$ cat src/hdl/mspc_pkg.sv
package mspc_pkg;

   // field widths
   localparam int PERIOD_WIDTH = 32;
   localparam int SPEED_WIDTH  = 30;
   localparam int TARGET_WIDTH = 30;
   localparam int ERROR_WIDTH  = 31;
   localparam int DRIVE_WIDTH  = 12;
   localparam int INTEG_WIDTH  = 21;
   localparam int COUNT_WIDTH  = 5;

   // numerator of the speed division, also the saturated speed
   localparam logic [SPEED_WIDTH-1:0] SPEED_NUM = 30'd1000000000;
   localparam logic [COUNT_WIDTH-1:0] DIV_LAST  = COUNT_WIDTH'(SPEED_WIDTH - 1);

   // controller constants
   localparam logic signed [32:0] DRIVE_CENTER = 33'sd2048;
   localparam logic signed [32:0] DRIVE_MAX    = 33'sd4095;
   localparam logic signed [31:0] INTEG_LIMIT  = 32'sd1000000;
   localparam int                 INTEG_SHIFT  = 7;

   // controls from the sequencer to the controller datapath
   typedef struct packed {
      logic load_err;
      logic commit;
   } pi_ctrl_type;

endpackage

$ cat src/hdl/mspc_divider.sv
module mspc_divider
   import mspc_pkg::*;
(
   input  logic                    clock,
   input  logic                    reset,
   input  logic                    start,
   input  logic [PERIOD_WIDTH-1:0] divisor,
   output logic                    done,
   output logic [SPEED_WIDTH-1:0]  quotient
);

   logic                    busy_ff, busy_in;
   logic                    done_ff, done_in;
   logic [COUNT_WIDTH-1:0]  count_ff, count_in;
   logic [SPEED_WIDTH-1:0]  num_ff, num_in;
   logic [SPEED_WIDTH-1:0]  quo_ff, quo_in;
   logic [PERIOD_WIDTH-1:0] rem_ff, rem_in;
   logic [PERIOD_WIDTH-1:0] dvs_ff, dvs_in;
   logic                    zero_ff, zero_in;
   logic [PERIOD_WIDTH:0]   trial;
   logic [PERIOD_WIDTH+1:0] diff;
   logic                    borrow;

   // one restoring step: bring down the next numerator bit, try the subtract
   always_comb begin
      trial  = {rem_ff, num_ff[SPEED_WIDTH-1]};
      diff   = {1'b0, trial} - {2'b00, dvs_ff};
      borrow = diff[PERIOD_WIDTH+1];
   end

   // step sequencing
   always_comb begin
      busy_in  = busy_ff;
      done_in  = 1'b0;
      count_in = count_ff;
      num_in   = num_ff;
      quo_in   = quo_ff;
      rem_in   = rem_ff;
      dvs_in   = dvs_ff;
      zero_in  = zero_ff;
      if (start) begin
         busy_in  = 1'b1;
         count_in = '0;
         num_in   = SPEED_NUM;
         quo_in   = '0;
         rem_in   = '0;
         dvs_in   = divisor;
         zero_in  = (divisor == '0);
      end else if (busy_ff) begin
         num_in   = {num_ff[SPEED_WIDTH-2:0], 1'b0};
         quo_in   = {quo_ff[SPEED_WIDTH-2:0], ~borrow};
         rem_in   = borrow ? trial[PERIOD_WIDTH-1:0] : diff[PERIOD_WIDTH-1:0];
         count_in = count_ff + COUNT_WIDTH'(1);
         if (count_ff == DIV_LAST) begin
            busy_in = 1'b0;
            done_in = 1'b1;
         end
      end
   end

   always_ff @(posedge clock) begin
      if (reset) begin
         busy_ff  <= 1'b0;
         done_ff  <= 1'b0;
         count_ff <= '0;
      end else begin
         busy_ff  <= busy_in;
         done_ff  <= done_in;
         count_ff <= count_in;
      end
      num_ff  <= num_in;
      quo_ff  <= quo_in;
      rem_ff  <= rem_in;
      dvs_ff  <= dvs_in;
      zero_ff <= zero_in;
   end

   // a zero period saturates the speed
   assign done     = done_ff;
   assign quotient = zero_ff ? SPEED_NUM : quo_ff;

`ifndef ASSERT_OFF
   a_count_range: assert property (@(posedge clock) disable iff (reset)
      busy_ff |-> (count_ff <= DIV_LAST))
      else $error("divider step count past last bit");
`endif

endmodule

$ cat src/hdl/mspc_pi_unit.sv
module mspc_pi_unit
   import mspc_pkg::*;
(
   input  logic                           clock,
   input  logic                           reset,
   input  pi_ctrl_type                    ctrl,
   input  logic [SPEED_WIDTH-1:0]         speed,
   input  logic [TARGET_WIDTH-1:0]        target,
   output logic [DRIVE_WIDTH-1:0]         drive_level,
   output logic signed [ERROR_WIDTH-1:0]  speed_error
);

   logic signed [ERROR_WIDTH-1:0] err_ff, err_in;
   logic signed [INTEG_WIDTH-1:0] integ_ff, integ_in;
   logic signed [INTEG_WIDTH-1:0] biased;
   logic signed [INTEG_WIDTH-INTEG_SHIFT-1:0] integ_quot;
   logic signed [32:0] drive_sum;
   logic signed [31:0] acc;

   // speed minus target, fits 31 signed bits for any 30-bit operands
   assign err_in = $signed({1'b0, speed}) - $signed({1'b0, target});

   // integral / 128 truncated toward zero: bias negatives before the shift
   always_comb begin
      biased     = integ_ff + $signed({{(INTEG_WIDTH-INTEG_SHIFT){1'b0}},
                                       {INTEG_SHIFT{integ_ff[INTEG_WIDTH-1]}}});
      integ_quot = biased[INTEG_WIDTH-1:INTEG_SHIFT];
   end

   // drive level with clamp
   always_comb begin
      drive_sum = DRIVE_CENTER + 33'(err_ff) + 33'(integ_quot);
      if (drive_sum < 33'sd0) begin
         drive_level = '0;
      end else if (drive_sum > DRIVE_MAX) begin
         drive_level = DRIVE_MAX[DRIVE_WIDTH-1:0];
      end else begin
         drive_level = drive_sum[DRIVE_WIDTH-1:0];
      end
   end

   // integral update with clamp
   always_comb begin
      acc      = 32'(integ_ff) + 32'(err_ff);
      integ_in = integ_ff;
      if (ctrl.commit) begin
         if (acc > INTEG_LIMIT) begin
            integ_in = INTEG_LIMIT[INTEG_WIDTH-1:0];
         end else if (acc < -INTEG_LIMIT) begin
            integ_in = INTEG_WIDTH'(-INTEG_LIMIT);
         end else begin
            integ_in = acc[INTEG_WIDTH-1:0];
         end
      end
   end

   always_ff @(posedge clock) begin
      if (reset) begin
         integ_ff <= '0;
      end else begin
         integ_ff <= integ_in;
      end
      if (ctrl.load_err) begin
         err_ff <= err_in;
      end
   end

   assign speed_error = err_ff;

`ifndef ASSERT_OFF
   a_integ_range: assert property (@(posedge clock) disable iff (reset)
      (32'(integ_ff) <= INTEG_LIMIT) && (32'(integ_ff) >= -INTEG_LIMIT))
      else $error("integral outside its limit");
`endif

endmodule

$ cat src/hdl/motor_speed_pi_controller_core.sv
// channel   | direction | transfer contents
// ----------+-----------+--------------------------------------------------
// req_      | in        | period_ticks [31:0]
// rsp_      | out       | drive_level [11:0], speed_error [42:12]
// csr_      | in        | target_speed [29:0], written when csr_wr_en is high
//
// each item passes from the req transfer through the bit-serial divider (one
// quotient bit per cycle), a step that forms the error and a step that
// updates drive and integral, before rsp_tvalid. req_tready is high only while
// the sequencer is idle, so a new req transfer can follow only once the last
// item has been committed. a waiting result holds in the output register while
// the next item divides; the update stalls until that result is taken.
// synchronous reset clears target speed, integral and all control state.
module motor_speed_pi_controller_core
   import mspc_pkg::*;
(
   input  logic        clock,
   input  logic        reset,
   // period_ticks [31:0]
   input  logic [31:0] req_tdata,
   input  logic        req_tvalid,
   output logic        req_tready,
   // drive_level [11:0], speed_error [42:12], zero [47:43]
   output logic [47:0] rsp_tdata,
   output logic        rsp_tvalid,
   input  logic        rsp_tready,
   input  logic        csr_wr_en,
   input  logic [29:0] csr_wr_data
);

   typedef enum logic [1:0] {
      S_IDLE,
      S_DIVIDE,
      S_UPDATE
   } state_type;

   state_type                   state_ff;
   logic                        rsp_valid_ff;
   logic [47:0]                 rsp_data_ff;
   logic [TARGET_WIDTH-1:0]     target_ff;
   logic                        req_xfer;
   logic                        rsp_free;
   logic                        div_done;
   logic [SPEED_WIDTH-1:0]      speed;
   pi_ctrl_type                 pi_ctrl;
   logic [DRIVE_WIDTH-1:0]      drive_level;
   logic signed [ERROR_WIDTH-1:0] speed_error;

   assign req_tready = (state_ff == S_IDLE);
   assign req_xfer   = req_tvalid && req_tready;
   assign rsp_free   = !rsp_valid_ff || rsp_tready;

   // controls to the controller datapath
   always_comb begin
      pi_ctrl.load_err = (state_ff == S_DIVIDE) && div_done;
      pi_ctrl.commit   = (state_ff == S_UPDATE) && rsp_free;
   end

   mspc_divider u_divider (
      .clock    (clock),
      .reset    (reset),
      .start    (req_xfer),
      .divisor  (req_tdata),
      .done     (div_done),
      .quotient (speed)
   );

   mspc_pi_unit u_pi_unit (
      .clock       (clock),
      .reset       (reset),
      .ctrl        (pi_ctrl),
      .speed       (speed),
      .target      (target_ff),
      .drive_level (drive_level),
      .speed_error (speed_error)
   );

   // target speed register
   always_ff @(posedge clock) begin
      if (reset) begin
         target_ff <= '0;
      end else if (csr_wr_en) begin
         target_ff <= csr_wr_data;
      end
   end

   // sequencer and output register
   always_ff @(posedge clock) begin
      if (reset) begin
         state_ff     <= S_IDLE;
         rsp_valid_ff <= 1'b0;
      end else begin
         if (pi_ctrl.commit) begin
            rsp_valid_ff <= 1'b1;
         end else if (rsp_tready) begin
            rsp_valid_ff <= 1'b0;
         end
         unique case (state_ff)
            S_IDLE: begin
               if (req_xfer) begin
                  state_ff <= S_DIVIDE;
               end
            end
            S_DIVIDE: begin
               if (div_done) begin
                  state_ff <= S_UPDATE;
               end
            end
            S_UPDATE: begin
               if (rsp_free) begin
                  state_ff <= S_IDLE;
               end
            end
            default: begin
               state_ff <= S_IDLE;
            end
         endcase
      end
      if (pi_ctrl.commit) begin
         rsp_data_ff <= {5'b00000, speed_error, drive_level};
      end
   end

   assign rsp_tvalid = rsp_valid_ff;
   assign rsp_tdata  = rsp_data_ff;

`ifndef ASSERT_OFF
   a_done_in_divide: assert property (@(posedge clock) disable iff (reset)
      div_done |-> (state_ff == S_DIVIDE))
      else $error("divider finished outside the divide state");

   a_commit_free: assert property (@(posedge clock) disable iff (reset)
      pi_ctrl.commit |-> (!rsp_valid_ff || rsp_tready))
      else $error("result written over a waiting result");

   a_commit_shows: assert property (@(posedge clock) disable iff (reset)
      pi_ctrl.commit |=> rsp_valid_ff && (state_ff == S_IDLE))
      else $error("committed result not presented");
`endif

endmodule

$ cat config.mk
export PLATFORM = sky130hd
export DESIGN_NAME = motor_speed_pi_controller_core
export DESIGN_NICKNAME = d
export VERILOG_FILES = /design/src/hdl/mspc_pkg.sv /design/src/hdl/mspc_divider.sv /design/src/hdl/mspc_pi_unit.sv /design/src/hdl/motor_speed_pi_controller_core.sv
export SDC_FILE = /design/constraint.sdc
export NUM_CORES = 1
export LEC_CHECK = 0
export BUFFER_PORTS_ARGS = -buffer_cell sky130_fd_sc_hd__clkbuf_2
export CAP_MARGIN = 20
export CORE_MARGIN = 2
export CORE_UTILIZATION = 33
export DETAILED_ROUTE_END_ITERATION = 6
export GPL_ROUTABILITY_DRIVEN = 0
export HOLD_SLACK_MARGIN = 0.1
export RECOVER_POWER = 100
export SYNTH_ARGS = -nofsm -noshare
export SYNTH_HDL_FRONTEND = slang
export SYNTH_SLANG_ARGS = --single-unit
export TNS_END_PERCENT = 10
$ cat constraint.sdc
create_clock -name clock -period 9.4 [get_ports clock]
set_input_delay 0.47 -clock clock [delete_from_list [all_inputs] [get_ports clock]]
set_output_delay 0.47 -clock clock [all_outputs]
set_load 0.1 [all_outputs]
==> results of run 1 <==
## stage by stage
step | power (mW) | util [%]
2_1_floorplan | 1.659 | -
3_3_place_gp | 1.755 | 35.97
4_1_cts | 3.078 | 38.88
3_5_place_dp | 1.765 | 35.97
6_report | 3.038 | 38.55
5_1_grt | 3.194 | 38.55
## cell usage after synthesis, types with 50 or more instances
cell,count
mux2i_1,100
a21o_1,58
o21ai_0,102
xnor2_1,76
clkbuf_1,50
inv_1,105
nand2_1,109
nor2_1,161
a21oi_1,125
edfxtp_1,107
dfxtp_1,144
ha_1,163
## registers in the layout, summed over array words and instances (netlist names)
| name | flops |
|---|---|
| rsp_tdata | 43 |
| u_divider.dvs_ff | 32 |
| u_divider.rem_ff | 32 |
| u_pi_unit.speed_error | 31 |
| target_ff | 30 |
| u_divider.quo_ff | 30 |
| u_divider.num_ff | 21 |
| u_pi_unit.integ_ff | 21 |
| u_divider.count_ff | 5 |
| state_ff | 2 |
| rsp_tvalid | 1 |
| u_divider.busy_ff | 1 |
| u_divider.done | 1 |
| u_divider.zero_ff | 1 |
## worst min path at each step
stage / start / to / slack, ns
after floorplan: u_divider.done / state_ff[0] / 0.43
after global placement: u_divider.num_ff[9] / u_divider.num_ff[9] / 0.44
after detailed placement: u_divider.num_ff[9] / u_divider.num_ff[9] / 0.46
after CTS: csr_wr_data[23] / target_ff[23] / 0.10
after global routing: csr_wr_data[25] / target_ff[25] / 0.12
final: csr_wr_data[1] / target_ff[1] / 0.13
## cell families after synthesis
logic type | after synthesis | share of synthesized area (%)
fa+ha+maj | 167 | 12.88
flops | 251 | 37.03
xor+xnor | 110 | 5.853
compound gates | 482 | 19.15
mux | 100 | 6.081
simple gates | 495 | 14.76
buf+inv | 175 | 4.226
other cells | 1 | 0.02278
## worst register-to-register path: stages (launching register included)
cell,delay [ns]
dfxtp_1,0.90
ha_1,0.28
a31o_2,0.10
a21o_1,0.10
a21oi_1,0.06
nor2b_1,0.10
o21ai_0,0.07
nand2b_1,0.07
a21oi_1,0.10
nor4bb_1,0.59
and3_1,0.32
nand3_1,0.14
xnor2_1,0.16
clkbuf_1,0.74
ha_1,0.39
ha_1,0.40
a21oi_1,0.23
o21ai_0,0.14
a211oi_1,0.46
o22ai_1,0.27
a31oi_1,0.40
xnor2_1,0.11
nor4b_1,0.31
nand4_1,0.25
nor2_1,0.52
a31oi_1,0.19
## routing by layer
layer	vias up	GRT usage (%)	wire length, um
li1	6764	-	-
met1	6190	18.97	17590
met2	279	26.73	18720
met3	57	2.091	1667
met4	2	3.099	763
met5	-	0	13
## timing repair
| item | 4_1_cts | 5_1_grt |
|---|---|---|
| gates resized for setup | 0 | 0 |
| hold endpoints to repair | 32 | 0 |
| hold buffers | 32 | 0 |
## power groups by stage
stage	combinational, mW	sequential [mW]	clock, mW
6_report	0.512	1.24	1.28
5_1_grt	0.580	1.25	1.36
4_1_cts	0.514	1.24	1.32
3_5_place_dp	0.501	1.26	0
3_3_place_gp	0.492	1.26	0
2_1_floorplan	0.413	1.25	0
## final cells by class
cell class / instances / share of cell area (%)
Tap cell: 664 / 4.393
Sequential cell: 251 / 32.23
Multi-Input combinational cell: 1359 / 51.01
Inverter: 107 / 2.124
Clock inverter: 16 / 1.436
Clock buffer: 39 / 4.426
Timing Repair Buffer: 152 / 4.380
==> metrics.md, run 1 <==
| Metric | Value |
|---|---|
| Placed cells | 2501 |
| CP bufs+invs | 1 |
| Area leader, netlist | edfxtp_1 |
| Bufs on Longest Clock Path | 3 |
| Antenna Cells | 0 |
| Core Box Area | 49050 um^2 |
| GRT Total Usage | between 10 and 15% |
| Port bufs | ~110 |
| Most common cell after layout, fill and taps aside | ha_1 |
| Number of CTS-inserted buffers | 30 |
| Die Span Y | 227.3 um |
| Pre-CTS setup slack | between 2 and 2.5 ns |
| Remaining global-route overflow | 0 |
| Register area share after synthesis | 37.03% |
| Top cell type's share of synthesized area | 19.52% |
| Comb pwr share | between 15 and 20% |
| Starting DRC count in detailed routing | about 800 |
| Mapped Cells | 1781 |
| Setup repair bufs after CTS | 0 |
| DRT antenna net count | 0 |
| TritonCTS clock tree | built |
| DR vias/cell | 5.136 |
| CP endpoint | rsp_tdata[3] |
| Clk root buf | clkbuf_16 |
| CTS Sinks | about 250 |
| Fill cells | 4991 |
| Fin. Hold Viols | 0 |
| H-tree levels | 1 |
| Flop pwr share | 40.9% |
| RSZ-0062 raised after global routing | false |
| Placed Area | ~18000 um^2 |
| Slowest stage cell on the critical path | dfxtp_1 |
| Largest net degree at the start of global routing | 79 |
| DRT Pass-1 Iters | 7 |
| Critical Path End Type | flop |
| Initial Util | 33.56% |
| Crit-path max FO | 21 |
| Max_cap viols | 7 |
| Share of total power in the clock network | 42.3% |
| Fin. max-slew vios | between 300 and 400 |
| Worst skew pair latency | 0.59 ns |
| Pleak | 7.971 nW |
| Post-Syn Area | 16460 um^2 |
| Storage cell area | around 6100 um^2 |
| Rows | 81 |
| Finished Cell Area | 18910 um^2 |
| Hold Worst Slack | approximately 0.13 ns |
| Post-DP HPWL | 29310 um |
| CP Data Arrival Time | 8.01 ns |
| Hold path depth | 3 |
| Top FF cell, synth | dfxtp_1 |
| Vias in the first global route | roughly 13000 |
| Top-level I/O count | 117 |
| Min-delay worst type | in2reg |
| Final WS setup | 1.688 ns |
| Vias | 13290 |
| Count of cell types in the netlist | 81 |
| Average size of a mapped cell | 9.242 um^2 |
| Area of the die | 51680 um^2 |
| Switching share of power | 26.03% |
| Largest cells by area after synthesis | edfxtp_1 20%, dfxtp_1 18%, ha_1 12%, mux2i_1 6.1%, xnor2_1 4.0% |
| Post-layout min period | 7.712 ns |
| Clock Skews | 0.01487 ns |
| Final nets | 2135 |
| P per Cell Area | 160.7 nW/um^2 |
| Worst Tran Pin Value | 3.104 ns |
| Area Overhead vs Synth | 14.89% |
| Cell family with most CP delay | simple AND/OR/NAND/NOR gates |
| Largest vdd supply drop | 0.0001531 V |
| Worst R2R End | rsp_tdata[3] |
| Layout cells sized above 1 | ~6.2% |
| Max_slew headroom | -107.0% |
| CP required | 9.70 ns |
| Final Non-Filler Cells | about 2600 |
| Sw power | a little under 0.8 mW |
| Status | finished, violations left |
| Reg2Reg Setup Slack | 1.69 ns |
| First-pass GRT wire length | roughly 63000 um |
| Area occupied by multi-input gates | 9647 um^2 |
| CP Launch Point | u_pi_unit.integ_ff[20] |
| Int Power | 2.247 mW |
| Most frequent cells in the layout | 163 x ha_1, 161 x nor2_1, 144 x dfxtp_1 |
| Yosys warns | 0 |
| Post-synth EDFFs | 107 |
| Critical Path Source Type | flop |
| Ys async rst share | 0% |
| Yosys reg bits | 251 |
| Crit Reg-Reg Startpoint | u_pi_unit.integ_ff[20] |
| Final Cycle Share | 82.05% |
| Setup_tns | 0 ns |
| FMAX | 0.1297 GHz |
| DRC | 0 |
| FF-to-FF path depth | 25 |
| Critical path class | reg2reg |
| Failing checks | max-capacitance violations, max-slew violations |
| Crit-path max cell delay | 0.90 ns |
| Initial antenna violation count | 1 |
| Total Wirelength | around 39000 um |
| DR WL/cell | 14.97 um |
| Clk pin slew, worst setup/hold paths | 0.06 ns |
| Final setup viols | 0 |
| Worst path depth | 25 |
| Die W | 227.3 um |
Note: power is estimated with default switching activity, not from simulation.
==> run 2, diff against run 1 <==
- clock period: 9.4 -> 7.7 ns (I/O delays scaled with it)
==> run 2 against run 1 <==
  * The run still ends with max-capacitance violations, max-slew violations left
  * Total power increased by 17%
  * First-iteration DRC count decreased by 16%
  * Highest routed layer unchanged
  * Largest cell class unchanged
  * Flip-flop and latch count unchanged
  * Sequential share of layout area decreased by 0.36 points
  * Largest power group is now registers
  * Critical path depth unchanged
  * Final area increased by 1.1%
==> metrics.md, run 2 (same netlist as run 1, synthesis figures left out) <==
| Metric | Value |
|---|---|
| Critical Path End Type | flop |
| Largest net degree at the start of global routing | 77 |
| Vias | 13520 |
| Hold Worst Slack | between 0.1 and 0.15 ns |
| First-pass GRT wire length | 64760 um |
| GRT Total Usage | 15.31% |
| Max reg flops | 43 |
| Most frequent cells in the layout | 163 x ha_1, 161 x nor2_1, 144 x dfxtp_1 |
| Area Overhead vs Synth | 16.19% |
| Finished Cell Area | 19130 um^2 |
| Critical path class | reg2reg |
| Initial antenna violation count | 1 |
| Largest vdd supply drop | 0.0001869 V |
| Reg2Reg Setup Slack | 1.26 ns |
| Top-level I/O count | 117 |
| Antenna Cells | 0 |
| Setup repair bufs after CTS | 0 |
| Clk root buf | clkbuf_16 |
| Area of the die | 51680 um^2 |
| CP required | 8.00 ns |
| Area occupied by multi-input gates | 9668 um^2 |
| CTS Sinks | 251 |
| Clk pin slew, worst setup/hold paths | 0.06 ns |
| Placed Area | 17660 um^2 |
| Core Box Area | just under 50000 um^2 |
| Cell family with most CP delay | simple AND/OR/NAND/NOR gates |
| Final nets | 2167 |
| Placed cells | 2503 |
| RSZ-0062 raised after global routing | false |
| CP Data Arrival Time | 6.74 ns |
| Failing checks | max-capacitance violations, max-slew violations |
| Pleak | 8.047 nW |
| DRC | 0 |
| CP bufs+invs | 1 |
| Post-DP HPWL | ~30000 um |
| DR vias/cell | 5.160 |
| CTS resizes | 0 |
| Setup_tns | 0 ns |
| Bufs on Longest Clock Path | 3 |
| Final Non-Filler Cells | around 2600 |
| TritonCTS clock tree | built |
| Crit Reg-Reg Startpoint | u_pi_unit.integ_ff[1] |
| P per Cell Area | 186.1 nW/um^2 |
| Total power | roughly 3.6 mW |
| Total Wirelength | 39960 um |
| Most common cell after layout, fill and taps aside | ha_1 |
| Crit-path max FO | 18 |
| Max_slew headroom | -105.9% |
| Final Cycle Share | 83.64% |
| Port bufs | approximately 110 |
| Storage cell area | 6096 um^2 |
| DR WL/cell | 15.25 um |
| Remaining global-route overflow | 0 |
| Die Span Y | 227.3 um |
| CP Launch Point | u_pi_unit.integ_ff[1] |
| Rows | 81 |
| Vias in the first global route | 13180 |
| Final setup viols | 0 |
| Post-layout min period | roughly 6.4 ns |
| Layout cells sized above 1 | 6.339% |
| Starting DRC count in detailed routing | 662 |
| DRT Pass-1 Iters | 5 |
| Status | finished, violations left |
| Critical Path Source Type | flop |
| Die W | 227.3 um |
| Slowest stage cell on the critical path | nor4bb_1 |
| Hold Crit Start | csr_wr_data[0] |
| Worst Tran Pin Value | 3.088 ns |
| Initial Util | between 30% and 40% |
| Fill cells | around 5000 |
| Number of CTS-inserted buffers | 29 |
| Crit-path max cell delay | 0.59 ns |
| FMAX | 0.1553 GHz |
| DRT antenna net count | 0 |
| Max_cap viols | 7 |
| Min-delay worst type | in2reg |
| H-tree levels | 1 |
| Fin. Hold Viols | 0 |
| # hold bufs at CTS | 63 |
| Worst skew pair latency | 0.58 ns |
| Fin. max-slew vios | 333 |
| Clock Skews | 0.01349 ns |
## run 2: worst paths after layout
| path | end | cells past startpoint |
|---|---|---|
| worst min-delay path | target_ff[0] | 3 |
| worst min register to register | u_divider.num_ff[9] | 1 |
| worst max-delay path | rsp_tdata[11] | 25 |
| worst max register to register | rsp_tdata[11] | 25 |
## run 2: layout make-up
cell class                 count  area share, %
inverter                     107          2.100
multi-input combinational   1359          50.55
tap                          664          4.344
sequential                   251          31.87
clock buffer                  39          4.311
timing repair buffer         185          6.025
clock inverter                15         0.7981
## run 2: power by group
part / internal [mW] / switching, mW / total [mW]
Sequential: 1.46 / 0.0516 / 1.52
Combinational: 0.291 / 0.351 / 0.642
Clock: 0.822 / 0.580 / 1.40
Total: 2.58 / 0.982 / 3.56
## run 2: through the flow
step                setup WS [ns]  util [%]
global route               0.5370     38.99
finish                      1.259     38.99
detailed placement          1.269     36.00
global placement            1.373     36.00
floorplan                  0.9086         -
CTS                         1.218     39.27
## run 2: per-layer routing
metal / vias up / track usage [%] / wire length (um)
li1: 6823 / - / -
met3: 61 / 2.426 / 2063
met1: 6331 / 19.42 / 17940
met2: 303 / 27.09 / 19110
met4: 2 / 3.753 / 831
met5: - / 0 / 13
## run 2: tightest hold or removal path: stages
cell and delay, ns:
clkbuf_2 0.14, mux2i_1 0.09, nor2_1 0.07
==> run 3, diff against run 2 <==
- ABC_AREA: not set -> 1
- clock period: 7.7 -> 6.7 ns (I/O delays scaled with it)
==> run 3 against run 2 <==
  * Synthesized cell count is 46% higher
  * Clock power grew 21%
  * Fmax increased by 18%
  * Sequential power is 11% higher
  * Global-route usage increased by 1.0 points
  * Highest routed layer is now met4
  * The flow still finishes with violations (max-capacitance violations, max-slew violations)
  * Clock skew rose by 0.037 ns
==> metrics.md, run 3 <==
| Metric | Value |
|---|---|
| Status | finished, violations left |
| Failing checks | max-capacitance violations, max-slew violations |
| Post-Syn Area | 18130 um^2 |
| XOR/XNOR Fraction of Synth Area | under 10% |
| Core Box Area | 54030 um^2 |
| DR WL/cell | 13.50 um |
| Final Util | 38.70% |
| Top-level I/O count | 117 |
| Most frequent cell after synthesis | nand2_1 |
| Clk pin slew, worst setup/hold paths | ~0.06 ns |
| Crit-path max FO | 12 |
| Max_slew headroom | -55.16% |
| Number of CTS-inserted buffers | 30 |
| Port bufs | 111 |
| CTS Sinks | roughly 250 |
| Total power | 3.782 mW |
| Int Power | 2.826 mW |
| Crit Reg-Reg Startpoint | u_pi_unit.integ_ff[20] |
| Final Non-Filler Cells | 3479 |
| Fin. max-slew vios | around 150 |
| FF-to-FF path depth | 27 |
| Flop pwr share | 44.3% |
| Largest vdd supply drop | 0.0002066 V |
| RSZ-0062 raised after global routing | false |
| Layout cells sized above 1 | approximately 4.4% |
| Hold path depth | 3 |
| Die Span Y | between 200 and 250 um |
| GRT Total Usage | 16.35% |
| Share of total power in the clock network | 45.0% |
| Worst Tran Pin Value | between 2 and 2.5 ns |
| Yosys warns | 0 |
| Top cell type's share of synthesized area | 17.72% |
| Clk root buf | clkbuf_16 |
| Most common cell after layout, fill and taps aside | nand2_1 |
| Commonest cells in the netlist | 736 x nand2_1, 429 x inv_1, 212 x a21oi_1 |
| Largest family of logic cells by synthesized area | simple AND/OR/NAND/NOR gates |
| Remaining global-route overflow | 0 |
| Area Overhead vs Synth | 15.30% |
| WHS Endpoint | target_ff[7] |
| Post-layout min period | 5.439 ns |
| Fill cells | 5751 |
| Initial Util | 33.57% |
| Max_cap viols | 4 |
| Post-synthesis compound-gate area fraction | 12.92% |
| Final nets | roughly 3000 |
| Sw power | ~0.96 mW |
| Total Wirelength | 46980 um |
| Worst skew pair latency | between 0.6 and 0.7 ns |
| Setup repair bufs after CTS | 0 |
| TritonCTS clock tree | built |
| Largest cells by area after synthesis | edfxtp_1 18%, dfxtp_1 16%, nand2_1 15%, ha_1 11%, inv_1 8.9% |
| Area of the die | 56850 um^2 |
| Switching share of power | roughly a quarter |
| Area occupied by multi-input gates | 10130 um^2 |
| Rows | 85 |
| Storage cell area | just over 6000 um^2 |
| Critical Path Source Type | flop |
| Area leader, netlist | edfxtp_1 |
| Max reg flops | 43 |
| Post-DP HPWL | 36620 um |
| DRC | 0 |
| Reg2Reg Setup Slack | 1.26 ns |
| Finished Cell Area | 20910 um^2 |
| Bufs on Longest Clock Path | 3 |
| Most frequent cells in the layout | 736 x nand2_1, 431 x inv_1, 213 x a21oi_1 |
| Placed cells | about 3400 |
| First-pass GRT wire length | 76220 um |
| Post-synth EDFFs | 107 |
| Yosys reg bits | 251 |
| Min-delay worst type | in2reg |
| Mapped Cells | 2600 |
| Fin. Hold Viols | 0 |
| Crit-path max cell delay | about 0.60 ns |
| Slowest stage cell on the critical path | nor2_1 |
| Final Cycle Share | 81.18% |
| CP required | between 7 and 8 ns |
| Worst R2R End | rsp_tdata[11] |
| Die W | around 240 um |
| Placed Area | 19360 um^2 |
| Final WS setup | roughly 1.3 ns |
| Count of cell types in the netlist | 56 |
| Register area share after synthesis | 33.61% |
| Hold Crit Start | csr_wr_data[7] |
| Pre-CTS setup slack | roughly 1.6 ns |
| DRT antenna net count | 0 |
| Comb pwr share | between 10% and 20% |
| Hold Worst Slack | 0.1693 ns |
| FMAX | between 0.15 and 0.2 GHz |
| H-tree levels | 1 |
| DR vias/cell | 4.736 |
| Pleak | 10.08 nW |
| Vias in the first global route | around 15000 |
| Top FF cell, synth | dfxtp_1 |
| Starting DRC count in detailed routing | 971 |
| Critical path class | reg2reg |
| Ys async rst share | 0% |
| Initial antenna violation count | 0 |
| Vias | 16480 |
| Final setup viols | 0 |
| Simple-Gate Fraction of Synth Area | 26.67% |
| Mux contribution to synthesized area | 0% |
| P per Cell Area | 180.9 nW/um^2 |
| DRT Pass-1 Iters | 5 |
| Largest net degree at the start of global routing | 79 |
| CP Data Arrival Time | 5.76 ns |
| Antenna Cells | 0 |
| Clock Skews | 0.05073 ns |
| Setup_tns | 0 ns |
| Average size of a mapped cell | 6.975 um^2 |
| Critical Path End Type | flop |
| Synth Area in Adders | 11.69% |
[run 3: cells by family after synthesis]
logic type / after synthesis
XOR/XNOR: 93
buffers and inverters: 494
other: 1
AND/OR/NAND/NOR: 1165
flip-flops: 251
adder cells (fa/ha/maj): 167
AO/OA/AOI/OAI: 429
[run 3: worst max path at each step]
stage	start	end	slack [ns]
finish	u_pi_unit.integ_ff[20]	rsp_tdata[11]	1.26
global route	u_pi_unit.integ_ff[20]	rsp_tdata[9]	0.65
CTS	u_pi_unit.integ_ff[20]	rsp_tdata[11]	1.61
detailed placement	u_pi_unit.integ_ff[20]	rsp_tdata[7]	1.61
global placement	u_pi_unit.integ_ff[20]	rsp_tdata[1]	1.59
floorplan	u_pi_unit.integ_ff[20]	rsp_tdata[10]	2.24
[run 3: power groups by stage]
stage | sequential (mW) | combinational [mW] | clock, mW
floorplan | 1.70 | 0.295 | 0
global placement | 1.71 | 0.377 | 0
detailed placement | 1.71 | 0.380 | 0
CTS | 1.68 | 0.409 | 1.75
global route | 1.68 | 0.463 | 1.81
finish | 1.68 | 0.403 | 1.70
[run 3: worst max-delay path, delay by kind of cell (launching register included)]
kind	cells	cell delay, ns
AND/OR/NAND/NOR	13	1.93
AO/OA/AOI/OAI	8	1.64
adder cells (fa/ha/maj)	3	0.94
flip-flops	1	0.39
XOR/XNOR	1	0.17
buffers and inverters	2	0.11
[run 3: routing by layer]
| layer | part of all wire (%) | track usage [%] | routed length [um] | up-vias |
|---|---|---|---|---|
| li1 | - | - | - | 8743 |
| met1 | 49 | 22.19 | 22860 | 7369 |
| met2 | 46 | 28.02 | 21440 | 305 |
| met3 | 3.8 | 1.793 | 1792 | 59 |
| met4 | 1.9 | 3.371 | 880 | 0 |
| met5 | 0 | 0 | 0 | - |
[run 3: cell type report]
| type | instances | share of cell area, % |
|---|---|---|
| Clock inverter | 14 | 0.8796 |
| Timing Repair Buffer | 181 | 5.361 |
| Tap cell | 696 | 4.165 |
| Clock buffer | 41 | 4.147 |
| Multi-Input combinational cell | 1859 | 48.43 |
| Sequential cell | 251 | 29.17 |
| Inverter | 437 | 7.851 |
[run 3: timing repair]
| item | CTS | global route |
|---|---|---|
| gates resized for setup | 0 | 0 |
| endpoints found under the hold margin | 61 | 0 |
| setup endpoints to repair | 0 | 0 |
| hold buffers | 61 | 0 |
